$ cat src/sv/dsf_delay.sv
module dsf_delay #(
  parameter int WD    = 8,
  parameter int DEPTH = 2
) (
  input  logic          clk,
  input  logic          en,
  input  logic [WD-1:0] d,
  output logic [WD-1:0] q
);

  logic [WD-1:0] line [DEPTH];

  always_ff @(posedge clk) begin
    if (en) begin
      line[0] <= d;
      for (int i = 1; i < DEPTH; i++) begin
        line[i] <= line[i-1];
      end
    end
  end

  assign q = line[DEPTH-1];

endmodule

$ cat config.mk
export PLATFORM = sky130hd
export DESIGN_NAME = dsf_delay
export DESIGN_NICKNAME = d
export VERILOG_FILES = /design/src/sv/dsf_delay.sv
export SDC_FILE = /design/constraint.sdc
export NUM_CORES = 1
export LEC_CHECK = 0
export ABC_AREA = 1
export BUFFER_PORTS_ARGS = -buffer_cell sky130_fd_sc_hd__buf_2
export CAP_MARGIN = 20
export CORE_AREA = 4 4 41 43
export CTS_BUF_LIST = sky130_fd_sc_hd__clkbuf_4 sky130_fd_sc_hd__clkbuf_8
export CTS_CLUSTER_SIZE = 12
export DETAILED_ROUTE_END_ITERATION = 12
export DIE_AREA = 0 0 45 47
export GPL_ROUTABILITY_DRIVEN = 0
export PLACE_DENSITY = 0.76
export REMOVE_ABC_BUFFERS = 1
export SLEW_MARGIN = 20
export SYNTH_ARGS = -nofsm -noshare
export SYNTH_HDL_FRONTEND = slang
export SYNTH_SLANG_ARGS = --single-unit
$ cat constraint.sdc
create_clock -name clk -period 1.7 [get_ports clk]
set_input_delay 0 -clock clk [delete_from_list [all_inputs] [get_ports clk]]
set_output_delay 0 -clock clk [all_outputs]
set_load 0.02 [all_outputs]
## After elaboration in Yosys (flattened, before gate mapping)

Memories as Yosys holds them, arrays and structs flattened.
Cells that the tools add are included.

| storage, ports and cells | value |
|---|---|
| register bits | 0 |
| bits in writable memories | 16 |
| input port bits | 10 |
| output and inout bits | 8 |
| logic and storage cells | 3 |
| memories | 1 |

Memory list:

| memory | words | width | rd ports | clocked after Yosys merged registers in | wr ports | RTL line | text |
|---|---|---|---|---|---|---|---|
| line | 2 | 8 | 2 | 0 | 2 | 11 | `logic [WD-1:0] line [DEPTH];` |

| cells by class | value |
|---|---|
| multiplexer cells | 2 |

Operators with widths:

| cell | number |
|---|---|
| $mux W1 | 2 |

## Logic depth before layout (Yosys ltp)

| depth | value |
|---|---|
| depth in word-level cells | 2 |
| gate-level depth with buffers | 1 |
| mapped depth without buffers | 0 |

## Least setup slack after synthesis

OpenSTA, ideal clock, no wires.

| path | value |
|---|---|
| path kind | reg-to-reg |
| start point | memory line[0][2] |
| end point | memory line[1][2], in the netlist line[0][10] (data pin) |
| library setup time | 0.266 ns |
| arrival time | 0.323 ns |
| path slack | 1.111 ns |
| cell stages (with the launch flop) | 1 |
| clock period less this slack | 0.589 ns |
| cell sequence | edfxtp_1 |

RTL lines:

| item | RTL line |
|---|---|
| start: declaration | 11 |

==> results.cfg <==
[status]
outcome = finished, final reports clean

[layout]
nNetsFinal = 56
regMostFlops = line
largest_register_ffs = 16
drive_gt1_frac = 0.4545
fillers = 112
antennaDiodeCount = 0
finalCoreUtilization = 0.5279
comb.multi_input.count = 0
multi_input_area_um2 = 0
largestRegisters = line x16
area_delta_synth_final_pct = 27.08

[synthesis]
yosysMostFrequentCell = edfxtp_1
yosysWarnings = 0
netlist_area_um2 = 540.5
yosysTopAreaCellShare = 0.8889
synth-seq-cells = 16
ys_seq_area_frac = 0.8889
synth_edf_count = 16
async_flop_share = 0
syn_avg_cell_area_um2 = 22.52
syn_inst = 24
yosysUniqueCellTypes = 2
synth_commonest_cells = edfxtp_1 (16), buf_4 (8)
ys.flop_type = edfxtp_1
yosys.area.top_type = edfxtp_1
synth_area_leaders = edfxtp_1 (89%), buf_4 (11%)

[clocking]
cts.clk_slew.worst_paths_ns = 0.07
h-tree-depth = 1
cts.sinks = 16
cts_tree = yes
post_cts_buffers = 0
clockRootBuffer = clkbuf_4
cts_buffers = 3
clk_path_buf_depth = 2
clk_latency_ns = 0.26

[power]
powerDensity_mw_per_mm2 = 1024
sw_frac_of_total = 0.1805
clockPowerShare = 0.244
pwr-share-comb = 0.084
p_sw_uw = 126.9
leakagePower_uw = 0.0002707
p_seq_frac = 0.673
vdd_drop_max_v = 0.0004348
internal-power_uw = 576.2

[hold_path]
hp-start = en
hold_path.class = input pin to flip-flop
whs_path_depth = 1
min_to = line[0][4]

[global_route]
grt_start_max_net_pins = 17
grt_pass1_wl_um = 1055
grt_pass1_vias = 263
track_usage = 0.07624
grt.overflow.total = 0
antenna_found_initial = 0

[die]
die_area_mm2 = 0.002115
io_pins = 18
std_cell_rows = 13
start_util = 0.4154
die_h_um = 47
die_x_um = 45
core_area_mm2 = 0.001301

[detailed_routing]
wl_per_cell_um = 10.92
vias_per_cell = 4.169
antenna_left = 0
via_count = 246
drtIter0Drc = 1
drt_wl_total_um = 644
drc_errors = 0
first_pass_iters = 2

[timing]
period_needed_ns = 0.8015
skew_ns = 0.001168
setup_tns_ns = 0
rsz0062_at_grt = no
tightestPinTransition_ns = 0.3192
slew_headroom = 0.7872
whs_ns = 0.1463
finalCritPeriodShare = 0.4715
finalSetupViolations = 0
hold_violations = 0
fmax_mhz = 1248
report.final.slew_viol_count = 0

[worst_setup_path]
cpLargestDelayFamily = flip-flops
critPathBufInv = 1
r2r_start = line[0][7]
reg2reg_slack_ns = 1.06
cp-start-kind = flip-flop
crit_slowest_cell = edfxtp_1
worst-endpoint-required_ns = 1.70
slowest_delay_ns = 0.37
critPathCaptureType = output pin
cp_cell_sequence = buf_2
critPathArrivalTime_ns = 0.80
cp_max_fo = 1
critPathKind = flip-flop to output pin
reg2regPathDepth = 0
r2r_end = line[0][15]

[flow_run]
max_cap_viol_count = 0

[placement]
io_buffers = 17
==> metrics by stage <==
step	instance area, µm²	setup WS, ns	cells	power, µW
global route	686.9	0.8530	59	738.8
floorplan	480.5	1.111	16	499.1
detailed placement	584.3	1.058	48	528.4
finish	686.9	0.8985	59	703.1
global placement	584.3	1.094	48	524.4
CTS	686.9	0.8737	59	718.1
==> metal layers <==
layer  up-vias  global-route usage  part of all wire
li1        122                   -                 -
met5         -                   0                 0
met2        18              0.1215              0.51
met1       106             0.07125              0.30
met4         0             0.07018                 0
met3         0             0.03831              0.19
==> cell usage in the layout (no fill, tap or decap), drive strengths merged <==
master,Yosys,final
dlygate4sd3,0,8
clkbuf,0,3
buf,8,17
edfxtp,16,16
==> power groups by stage <==
stage	clock, µW	combinational (µW)	sequential, µW
2_1_floorplan	0	0	499
3_3_place_gp	0	43.7	481
3_5_place_dp	0	45.5	483
4_1_cts	185	59.4	474
5_1_grt	199	64.2	476
6_report	171	58.8	473
==> repair_timing <==
action | in CTS | in global routing
setup endpoints to repair | 0 | 0
hold endpoints to repair | 8 | 0
hold buffers | 8 | 0
gates resized for setup | 0 | 0
==> cell families after synthesis <==
| kind of cell | synth area share |
|---|---|
| buffers and inverters | 0.1111 |
| flip-flops | 0.8889 |
==> worst max path at each step <==
stage                           start          end  slack (ns)  cells after the start
final                     line[0][15]         q[7]        0.90                      1
after detailed placement   line[0][7]  line[0][15]        1.06                      0
after floorplan            line[0][2]  line[0][10]        1.11                      0
after CTS                 line[0][15]         q[7]        0.87                      1
after global placement             en  line[0][11]        1.09                      1
after global routing      line[0][15]         q[7]        0.85                      1
==> area by class of cell <==
class / instances / area, µm² / area share
clock buffers: 3 / 22.52 / 0.03279
flip-flops and latches: 16 / 480.5 / 0.6995
well taps: 15 / 18.77 / 0.02732
repair buffers: 25 / 165.2 / 0.2404
(Power assumes the default switching activity.)
