<file path="src/sv/dsf_qmul.sv">
module dsf_qmul #(
  parameter int W = 32,
  parameter int F = 16
) (
  input  logic                clk,
  input  logic                en,
  input  logic signed [W-1:0] a,
  input  logic signed [W-1:0] b,
  output logic signed [W-1:0] p,
  output logic                clip
);

  localparam logic [2*W-1:0] LIM_POS = {{(W+1){1'b0}}, {(W-1){1'b1}}};
  localparam logic [2*W-1:0] LIM_NEG = {{(W){1'b0}}, 1'b1, {(W-1){1'b0}}};

  logic [W-1:0]   ma;
  logic [W-1:0]   mb;
  logic [2*W-1:0] prod;
  logic           neg;
  logic [2*W-1:0] sh;
  logic [2*W-1:0] lim;

  assign ma = a[W-1] ? W'(-a) : W'(a);
  assign mb = b[W-1] ? W'(-b) : W'(b);

  always_ff @(posedge clk) begin
    if (en) begin
      prod <= (2*W)'(ma) * (2*W)'(mb);
      neg  <= a[W-1] ^ b[W-1];
    end
  end

  assign sh  = prod >> F;
  assign lim = neg ? LIM_NEG : LIM_POS;

  always_ff @(posedge clk) begin
    if (en) begin
      if (sh > lim) begin
        clip <= 1'b1;
        p    <= neg ? {1'b1, {(W-1){1'b0}}} : {1'b0, {(W-1){1'b1}}};
      end else begin
        clip <= 1'b0;
        p    <= neg ? -sh[W-1:0] : sh[W-1:0];
      end
    end
  end

endmodule

</file>
<file path="config.mk">
export PLATFORM = sky130hd
export DESIGN_NAME = dsf_qmul
export DESIGN_NICKNAME = d
export VERILOG_FILES = /design/src/sv/dsf_qmul.sv
export SDC_FILE = /design/constraint.sdc
export NUM_CORES = 2
export LEC_CHECK = 0
export BUFFER_PORTS_ARGS = -buffer_cell sky130_fd_sc_hd__buf_2
export CORE_ASPECT_RATIO = 1.75
export CORE_MARGIN = 8
export CORE_UTILIZATION = 50
export CTS_CLUSTER_DIAMETER = 120
export DETAILED_ROUTE_END_ITERATION = 8
export PLACE_DENSITY_LB_ADDON = 0.1
export REMOVE_ABC_BUFFERS = 1
export SLEW_MARGIN = 0
export SYNTH_ARGS = -nofsm -noshare
export SYNTH_HDL_FRONTEND = slang
export SYNTH_SLANG_ARGS = --single-unit
</file>
<file path="constraint.sdc">
create_clock -name clk -period 13.6 [get_ports clk]
set_clock_uncertainty 0.15 [all_clocks]
set_input_delay 2.04 -clock clk [delete_from_list [all_inputs] [get_ports clk]]
set_output_delay 2.04 -clock clk [all_outputs]
set_load 0.05 [all_outputs]
</file>
## Word level (Yosys, flattened, before mapping)

Index checks and enable logic that the tools add are counted.

| operators by class | value |
|---|---|
| $add $sub $neg | 3 |
| $mul | 1 |
| div/mod/pow operators | 0 |
| $lt $le $gt $ge | 1 |
| equal/unequal tests | 0 |
| shift operators | 0 |
| muxes and demuxes | 7 |
| bitwise operators | 1 |
| reductions and logical operators | 0 |

Operators by type and width:

| cell | number |
|---|---|
| 2-to-1 mux 32 bit | 6 |
| negation 32 bit | 3 |
| multiplier 32 x 32 -> 64 bit | 1 |
| > comparator 48 x 32 -> 1 bit | 1 |
| 2-to-1 mux 1 bit | 1 |
| bitwise XOR 1 bit | 1 |

| word-level totals | value |
|---|---|
| bits in registers | 98 |
| latch bits | 0 |
| RAM bits | 0 |
| memory bits (read-only) | 0 |
| input port bits | 66 |
| output and inout bits | 33 |
| memories | 0 |

## Depth between registers and ports, before layout

| depth | value |
|---|---|
| depth in word-level cells | 3 |
| gate-level depth with buffers | 37 |

## Worst setup path after synthesis

OpenSTA, ideal clock, no wires.

| timing path | value |
|---|---|
| path kind | in2reg |
| from | in a[0] |
| to | reg prod[59], data pin |
| setup time | 258 ps |
| arrival | 11062 ps |
| path slack | 2130 ps |
| cell stages on the path | 34 |
| buffers on the path | 4 |
| path through | clkbuf_1 inv_1 clkbuf_1 ha_1 nand3_1 or4_1 nand2b_1 or2_2 and2_1 xor2_1 clkbuf_1 nand2_1 fa_1 fa_1 fa_1 fa_1 inv_1 fa_1 fa_1 fa_1 inv_1 fa_1 inv_1 ha_1 clkbuf_1 a21oi_1 o21ai_0 a21oi_1 o21ai_0 a2111oi_0 nor2_1 a211o_1 a21oi_1 xnor2_1 |

| between the ends | value |
|---|---|
| word-level cells in the longest chain between the ends | 3 |

Ends and longest elaborated chain:

| element | line | source |
|---|---|---|
| start, declared | 7 | `input logic signed [W-1:0] a,` |
| negation 32 bit | 23 | `assign ma = a[W-1] ? W'(-a) : W'(a);` |
| 2-to-1 mux 32 bit * | 23 |  |
| multiplier 32 x 32 -> 64 bit * | 28 | `prod <= (2*W)'(ma) * (2*W)'(mb);` |
| end signal, assigned | 28 |  |
| end, declared | 18 | `logic [2*W-1:0] prod;` |

Mark *: on every way between the ends. The rest lies on a longest branch, timed or not.
A chain may end at the register's enable or synchronous reset.

## Worst setup path in the final report

| timing path | value |
|---|---|
| from | in a[3] |
| to | reg prod[60], data pin |

Same word-level chain as after synthesis.

==> run metrics <==
# DRC=0; cts repair resizes=0; Hold Buf Count CTS=0; vias per cell=5.775; cell mode on critical path=fa_1; Layout fillers=7156; GRT met3 Usage=3.619%; Least-Margin Pin Slew=1.330 ns; chip height=378.1 microns; CTS Buffer Depth=2; I/O pins=99; RSZ-0062 raised after global routing=false; Placed Cells=5178; CTS tree=done; Worst Path Max Fanout=8; routed vias=30000; fin crit share=90.64%; predominant post-synthesis flop cell=edfxtp_1; Post-synth EDFFs=82; final antenna diode count=0; final setup fails=0; Die ar.=84270 sq um; global-route wire length before repair=197600 microns; Final Net Count=5500; First-pass DRT Iterations=6; H-Tree Level Count=3; flop and latch count out of synthesis=82; Final Max Slew Viols=0; Final Hold Viols=0; Yosys warnings=0; clk sinks=82; status=finished, final reports clean; slowest stage delay, CP=0.75 ns; I/O Buffers=98; pin count of the biggest net entering global routing=83; Max-Cap Viols=0; remaining antenna violation count=0; vias in the first global route=32640; HPWL after DPL=109500 microns; fmax=81.12 MHz; TritonCTS Buffers=9; GRT Util Overall=32.12%; Rows=133; total grt overflow=0; die width=222.9 microns; Arrival @ worst endpoint=12.26 ns; setup repair bufs after CTS=0; Layout Area Growth over Synthesis=6.731%; latest clock arrival within the worst-skew pair=0.34 ns; clock slew at reported path FFs=0.06 ns; initial core utilization=50.13%; Core Box Area=74720 sq um; non-filler cells, final=5194; Setup crit end kind=flip-flop; placement-stage cell area=39610 sq um; GR peak layer=met2; Async SR Flop Fraction=0%; sequential cell area fraction in the yosys report=6.574%; synthesized cell area=37460 sq um; CP Data Required Time=13.53 ns; Finished Cell Area=39980 sq um; GR met2 Demand/Resource=58.55%; Slowest cell on crit path=xor2_1; Root Driver=clkbuf_16; tightest slew margin relative to the limit=10.91%; Yosys top cell area share=47.83%; setup TNS=0 ns; instance count of the mapped netlist=4199; CP Launch Type=input port; drt wl/cell=25.69 microns; gpl congestion=0.9754; CP Class=in -> reg; post-synth cell types=64; minimum clock period=12.33 ns; Synth area leaders=fa_1, ha_1, inv_1; syn avg cell area=8.920 sq um; Iter 0 DRT Violations=1895; min-delay worst type=reg -> reg; initial antenna violation count=0; GRT met1 Usage=30.99%; share of layout cells above drive strength 1=6.990%; Total Wirelength=133400 microns; Yosys top cell by area=fa_1
==> sequential cells by signal, indices dropped and copies added (netlist names) <==
register / cells
prod: 48
p: 32
neg: 1
clip: 1
==> final timing paths <==
| check | from | to | cells after the start | slack, ns |
|---|---|---|---|---|
| max reg2reg | prod[22]$_DFFE_PP_ | p[31]$_DFFE_PP_ | 9 | 9.54 |
| max | a[3] | prod[60]$_DFFE_PP_ | 33 | 1.27 |
| min | prod[29]$_DFFE_PP_ | p[13]$_DFFE_PP_ | 2 | 0.54 |
| min reg2reg | prod[29]$_DFFE_PP_ | p[13]$_DFFE_PP_ | 2 | 0.54 |
==> synth_stat cells, types with 11 or more instances <==
master and count:
nand4_1 33, or3_1 12, or4_1 16, xnor2_1 87, o21ai_0 109, and2_1 16, clkbuf_1 169, nand3_1 16
ha_1 295, a31oi_1 11, nor4_1 13, buf_2 12, a21oi_1 78, nand2_1 561, fa_1 895, o21bai_1 11
o31ai_1 12, mux2i_1 19, xor2_1 78, edfxtp_1 82, nor2_1 577, nand2b_1 13, a21o_1 44, nor3_1 31
inv_1 891
==> logic make-up after synthesis <==
family / count (synthesis) / synth area share [%]
AOI/OAI and AO/OA: 341 / 5.842
xor gates and xnor gates: 166 / 3.902
adders and majority gates: 1190 / 57.69
buffers and inverters: 1075 / 10.83
DFF: 82 / 6.574
muxes: 20 / 0.5378
and+or+nand+nor: 1325 / 14.62
==> metal layers <==
metal	share of wire [%]	vias up	routed length (microns)
li1	-	12710	-
met1	30	15500	40110
met2	53	1251	70090
met3	5.4	534	7203
met4	12	0	16020
met5	0	-	0
==> layout make-up <==
type	instances	area (sq um)	area share, %
multi-input cells	3042	31230	78.11
flip-flops and latches	82	2462	6.159
repair buffers	218	1394	3.486
well taps	945	1182	2.958
clock inverters	7	141.4	0.3537
inverters	891	3344	8.366
clock buffers	9	225.2	0.5633
==> through the flow <==
| stage | utilization (%) | setup slack, ns | hold WS (ns) |
|---|---|---|---|
| 6_report | 53.51 | 1.273 | 0.5437 |
| 5_1_grt | 53.51 | 0.8089 | 0.5945 |
| 4_1_cts | 53.51 | 1.475 | 0.5533 |
| 3_5_place_dp | 53.02 | 1.147 | 0.5284 |
| 3_3_place_gp | 53.02 | 1.281 | 0.5361 |
| 2_1_floorplan | - | 2.330 | 0.4640 |
==> layout by cell type (no fill, tap or decap), types with 17 or more instances in the layout <==
master,n
inv_1,891
nand4_1,33
o21ai_0,108
xor2_1,65
nor3_1,31
buf_2,97
fa_1,895
a21o_1,44
mux2i_1,17
nand2_1,561
xnor2_1,68
xnor2_2,19
nor2_1,577
edfxtp_1,82
ha_1,295
buf_4,121
a21oi_1,78
==> worst max-delay path, delay by kind of cell <==
family | cells | cell delay (ns)
xor+xnor | 2 | 0.85
buf+inv | 6 | 0.54
fa+ha+maj | 9 | 4.43
compound gates | 4 | 0.84
simple gates | 12 | 3.53
Power is not shown: default switching activity piles up to over one toggle a cycle in this logic, so the estimate is an artifact.
