`src/sv/dsf_div.sv`:
```
module dsf_div #(
  parameter int DW = 32,
  parameter int NW = 48,
  parameter int Q  = 18
) (
  input  logic          clk,
  input  logic          en,
  input  logic [NW-1:0] num,
  input  logic [DW-1:0] den,
  output logic [Q-1:0]  quo
);

  logic [DW-1:0] rem_q [Q];
  logic [Q-1:0]  lo_q  [Q];
  logic [Q-1:0]  quo_q [Q];
  logic [DW-1:0] den_q [Q];

  for (genvar i = 0; i < Q; i++) begin : g_stage
    logic [DW-1:0] rin;
    logic [Q-1:0]  lin;
    logic [Q-1:0]  qin;
    logic [DW-1:0] din;
    logic [DW:0]   r2;
    logic          ge;

    if (i == 0) begin : g_first
      assign rin = DW'(num[NW-1:Q]);
      assign lin = num[Q-1:0];
      assign qin = '0;
      assign din = den;
    end else begin : g_next
      assign rin = rem_q[i-1];
      assign lin = lo_q[i-1];
      assign qin = quo_q[i-1];
      assign din = den_q[i-1];
    end

    assign r2 = {rin, lin[Q-1]};
    assign ge = r2 >= {1'b0, din};

    always_ff @(posedge clk) begin
      if (en) begin
        rem_q[i] <= ge ? DW'(r2 - {1'b0, din}) : r2[DW-1:0];
        lo_q[i]  <= lin << 1;
        quo_q[i] <= {qin[Q-2:0], ge};
        den_q[i] <= din;
      end
    end
  end

  assign quo = quo_q[Q-1];

endmodule

```
`config.mk`:
```
export PLATFORM = sky130hd
export DESIGN_NAME = dsf_div
export DESIGN_NICKNAME = d
export VERILOG_FILES = /design/src/sv/dsf_div.sv
export SDC_FILE = /design/constraint.sdc
export NUM_CORES = 2
export LEC_CHECK = 0
export ABC_AREA = 1
export BUFFER_PORTS_ARGS = -buffer_cell sky130_fd_sc_hd__clkbuf_2
export CAP_MARGIN = 40
export CORE_AREA = 2 2 388 582
export DETAILED_ROUTE_END_ITERATION = 10
export DIE_AREA = 0 0 390 584
export PLACE_DENSITY_LB_ADDON = 0.25
export SYNTH_ARGS = -nofsm -noshare
export SYNTH_HDL_FRONTEND = slang
export SYNTH_SLANG_ARGS = --single-unit
export TNS_END_PERCENT = 100
```
`constraint.sdc`:
```
create_clock -name clk -period 2.4 [get_ports clk]
set_input_delay 0.24 -clock clk [delete_from_list [all_inputs] [get_ports clk]]
set_output_delay 0.24 -clock clk [all_outputs]
set_load 0.1 [all_outputs]
```
# [After elaboration in Yosys (flattened, before gate mapping)]
# Memories as Yosys holds them, arrays and structs flattened.
# Index checks and enable logic that the tools add are counted.
[totals] output_inout_bits=18 ramBits=1782 wordCells=60 in_bits=82 register_bits=0 mem_count=4
[classes] n_addsub=18 order_cmp=18 mux=20
[memory_table] memory="den_q" depth=18 word_bits=32 read_ports=17 rd_clocked_by_memory_dff=0 wr=18 line_no="16" rtl="logic [DW-1:0] den_q [Q];"
[memory_table] memory="rem_q" depth=18 word_bits=32 read_ports=17 rd_clocked_by_memory_dff=0 wr=18 line_no="13" rtl="logic [DW-1:0] rem_q [Q];"
[memory_table] memory="quo_q" depth=18 word_bits=18 read_ports=18 rd_clocked_by_memory_dff=0 wr=18 line_no="15" rtl="logic [Q-1:0] quo_q [Q];"
[memory_table] memory="lo_q" depth=18 word_bits=17 read_ports=17 rd_clocked_by_memory_dff=0 wr=18 line_no="14" rtl="logic [Q-1:0] lo_q [Q];"
[ops] cell="32-bit two-way mux" n=18
[ops] cell="33-bit by 32-bit >= comparator with 1-bit output" n=17
[ops] cell="32-bit subtractor" n=17
[ops] cell="31-bit by 32-bit >= comparator with 1-bit output" n=1
[ops] cell="31-bit by 32-bit subtractor with 32-bit output" n=1
[ops] cell="1-bit two-way mux" n=2

# [Longest topological paths before layout]
# An unclocked memory read counts as a cell.
[depth] word_depth=3 ltp_mapped=16 mapped_depth_nobuf=15

# [Worst setup path after synthesis]
# OpenSTA, ideal clock, no wires.
[synth_path] path_kind="input to register" from="input num[17]" to="memory rem_q[0][23] (data pin)" required_ns=2.147 cell_stages=15 t_arrival_ns=1.801 setup_slack_ns=0.346 path_cell_list="inv_1 > ha_1 > inv_1 > fa_1 > nand2_1 > nand3_1 > nand3_1 > nand2_1 > nand2_1 > nand3_1 > nand2_2 > nand2_4 > buf_4 > nand3_1 > nand2_1"
[synth_lines] element="start, declared" line_no="8" rtl="input logic [NW-1:0] num,"
[synth_lines] element="end, declared" line_no="13"

==> flow_summary.json <==
{
  "yosysSeqAreaShare": 0.4445,
  "skew_ps": 62.01,
  "swShare": 0.4490,
  "p_int_mw": 103.4,
  "dp_hpwl_um": 332600,
  "grt_antenna_before_repair": 5,
  "hold_viol": 0,
  "postRouteAntennaNets": 0,
  "min_period_ps": 2675,
  "grt_usage": 0.3495,
  "run_status": "finished with violations",
  "peakVddDrop_mv": 0.7601,
  "p_clk_frac": 0.132,
  "setup_viol": 205,
  "clock-sinks": 1412,
  "power_frac_seq": 0.225,
  "synth_cell_types": 39,
  "critPathCapture": "rem_q[15][19]",
  "grt_max_degree": 103,
  "synth_largest_area_cell": "edfxtp_1",
  "synth.top_cell.area_share": 0.4445,
  "crit_required_ps": 3060,
  "cts_tree": "yes",
  "drt_iter0_markers": 5378,
  "hold_class": "in2reg",
  "synth_common_cells": "nand2_1, inv_1, edfxtp_1, nand3_1, nor2_1",
  "power.density_mw_per_mm2": 1320,
  "rsz0062_at_grt": "true",
  "drt-total-wl_um": 422200,
  "ys.warnings.count": 0,
  "synth_edf_count": 1412,
  "cp-startpoint": "den_q[14][17]",
  "pre_cts_ws_ps": -737.6,
  "worst-r2r-cell-count": 11,
  "ff2ff_setup_slack_ps": -270,
  "nNetsFinal": 16503,
  "synth_seq_cells": 1412,
  "r2r-start": "den_q[14][17]",
  "root_buffer": "clkbuf_16",
  "start_util": 0.4291,
  "grt_pass1_wl_um": 576800,
  "die_area_mm2": 0.2278,
  "port_buffers": 99,
  "ys.flop_type": "edfxtp_1",
  "die_h_um": 584,
  "syn_to_final_growth_pct": 49.11,
  "vias": 94252,
  "die_w_um": 390,
  "switchingPower_mw": 84.29,
  "first_pass_iters": 6,
  "fin_crit_sh": 1.114,
  "slew_headroom": 0.4421,
  "clk_latency_ps": 860,
  "fmax_ghz": 0.3739,
  "comb_power_share": 0.644,
  "startpoint_type": "flip-flop",
  "viasPerCell": 5.002,
  "cts_buffers": 162,
  "post_drt_wl_per_cell_um": 22.41,
  "synthMostInstantiatedCell": "nand2_1",
  "path_max_fanout": 8,
  "drive_above_1_share": 0.3473,
  "nFillCells": 19331,
  "placementRows": 212,
  "tightestPinTransition_ps": 829.3,
  "worstSetupPathType": "reg2reg",
  "holdCritStartpoint": "num[3]",
  "setup_tns_ps": -17100,
  "r2r-end": "rem_q[15][19]",
  "async_flop_share": 0,
  "core_area_mm2": 0.2223,
  "cp-end-kind": "flip-flop",
  "yosys-top-cells-area": "edfxtp_1, nand2_1, inv_1",
  "leakage_nw": 71.52,
  "overflow": 0,
  "clk_path_buf_depth": 4,
  "clk_pin_slew_ps": 70,
  "htreeDepth": 4,
  "slew_viol_final": 0,
  "drv_cap": 0,
  "synthesis.nets": 13252,
  "grt_pass1_vias": 93513,
  "drc": 0,
  "crit_arrival_ps": 3340,
  "netlist_instances": 12578,
  "violations": "negative setup slack",
  "place.gp.congestion": 1.023,
  "synth_area_mm2": 0.09539,
  "setup_slack_ps": -274.7,
  "ioPinCount": 100,
  "synth.avg_cell_area_um2": 7.584
}
[kinds of logic (layout without fill, tap and decap cells)]
group | after synthesis | in the layout | share of synthesized area
DFF | 1412 | 1412 | 0.4445
adders and majority gates | 592 | 592 | 0.07899
other | 0 | 10 | 0
and+or+nand+nor | 7149 | 7163 | 0.3170
buffers and inverters | 2767 | 6119 | 0.1148
xor gates and xnor gates | 240 | 240 | 0.02204
AOI/OAI and AO/OA | 418 | 418 | 0.02271
[area by class of cell]
class	count	area, um^2	area share
repair buffers	3222	27550	0.1937
flip-flops and latches	1412	42400	0.2981
diodes	10	25.02	0.0001759
clock inverters	102	954.7	0.006712
clock buffers	177	4110	0.02890
inverters	2616	9857	0.06930
multi-input cells	8413	53710	0.3776
repair inverters	2	17.52	0.0001232
well taps	2889	3615	0.02541
[metrics by stage]
| step | std cells | hold slack [ps] | cell area [um^2] | power (mW) | utilization |
|---|---|---|---|---|---|
| after global placement | 17928 | 400.3 | 119200 | 136.7 | 0.5362 |
| final | 18843 | 93.41 | 142200 | 187.7 | 0.6399 |
| after floorplan | 12578 | 338.9 | 95390 | 85.76 | - |
| after CTS | 18491 | 29.21 | 130500 | 169.2 | 0.5873 |
| after detailed placement | 17928 | 404.5 | 119200 | 136.8 | 0.5362 |
| after global routing | 18841 | 73.57 | 142200 | 197.7 | 0.6399 |
[layer usage]
metal  track usage  wire length, um  vias up
met5             0               11        -
met3       0.04409            15900     1827
met4        0.4012            62190        2
met1        0.2713           118000    43554
met2        0.6830           226100     2970
li1              -                -    45899
[critical path, cell delays in order (launching register included)]
cell	delay (ps)
edfxtp_1	650
inv_4	150
ha_4	340
nand2_2	60
nor2_2	190
inv_2	80
nor3_4	280
nand2_8	150
nand2_8	200
buf_12	190
nand3_4	80
nand2_4	110
[repair_timing]
action	CTS	global route
setup buffers	191	321
pin swaps	135	532
hold buffers	81	0
endpoints found under the setup margin	493	547
resized for setup	714	1901
endpoints found under the hold margin	105	0
cloned	17	35
[worst min path at each step]
| stage | endpoint | slack, ps | depth (start not counted) |
|---|---|---|---|
| floorplan | den_q[0][0] | 340 | 0 |
| global placement | quo_q[11][11] | 400 | 0 |
| detailed placement | lo_q[1][1] | 400 | 0 |
| CTS | lo_q[0][3] | 30 | 2 |
| global route | lo_q[0][3] | 70 | 2 |
| finish | lo_q[0][3] | 90 | 2 |
[placed cells by master (no fill, tap or decap), drive strengths merged]
master	instances
ha	575
dlygate4sd3	81
nand3b	152
nor2	754
xnor2	24
nand3	1074
diode	10
nand2	4887
inv	2636
nor3	153
xor2	216
nand4	47
clkinv	59
bufinv	12
o21ai	49
fa	17
o21bai	23
nor4	5
and2	79
a21o	2
a21oi	344
edfxtp	1412
clkbuf	300
clkinvlp	13
buf	3018
and3	1
or2	11
[registers in the layout, summed over array words and instances, names as in the netlist]
| register | count |
|---|---|
| lo_q | 153 |
| rem_q | 544 |
| den_q | 544 |
| quo_q | 171 |
[power groups by stage]
stage	sequential, mW	combinational, mW	clock, mW
2_1_floorplan	38.3	47.5	0
3_3_place_gp	41.5	95.2	0
3_5_place_dp	41.5	95.2	0
4_1_cts	41.3	103	25.1
5_1_grt	42.4	129	25.9
6_report	42.2	121	24.7
(Power assumes the default switching activity.)
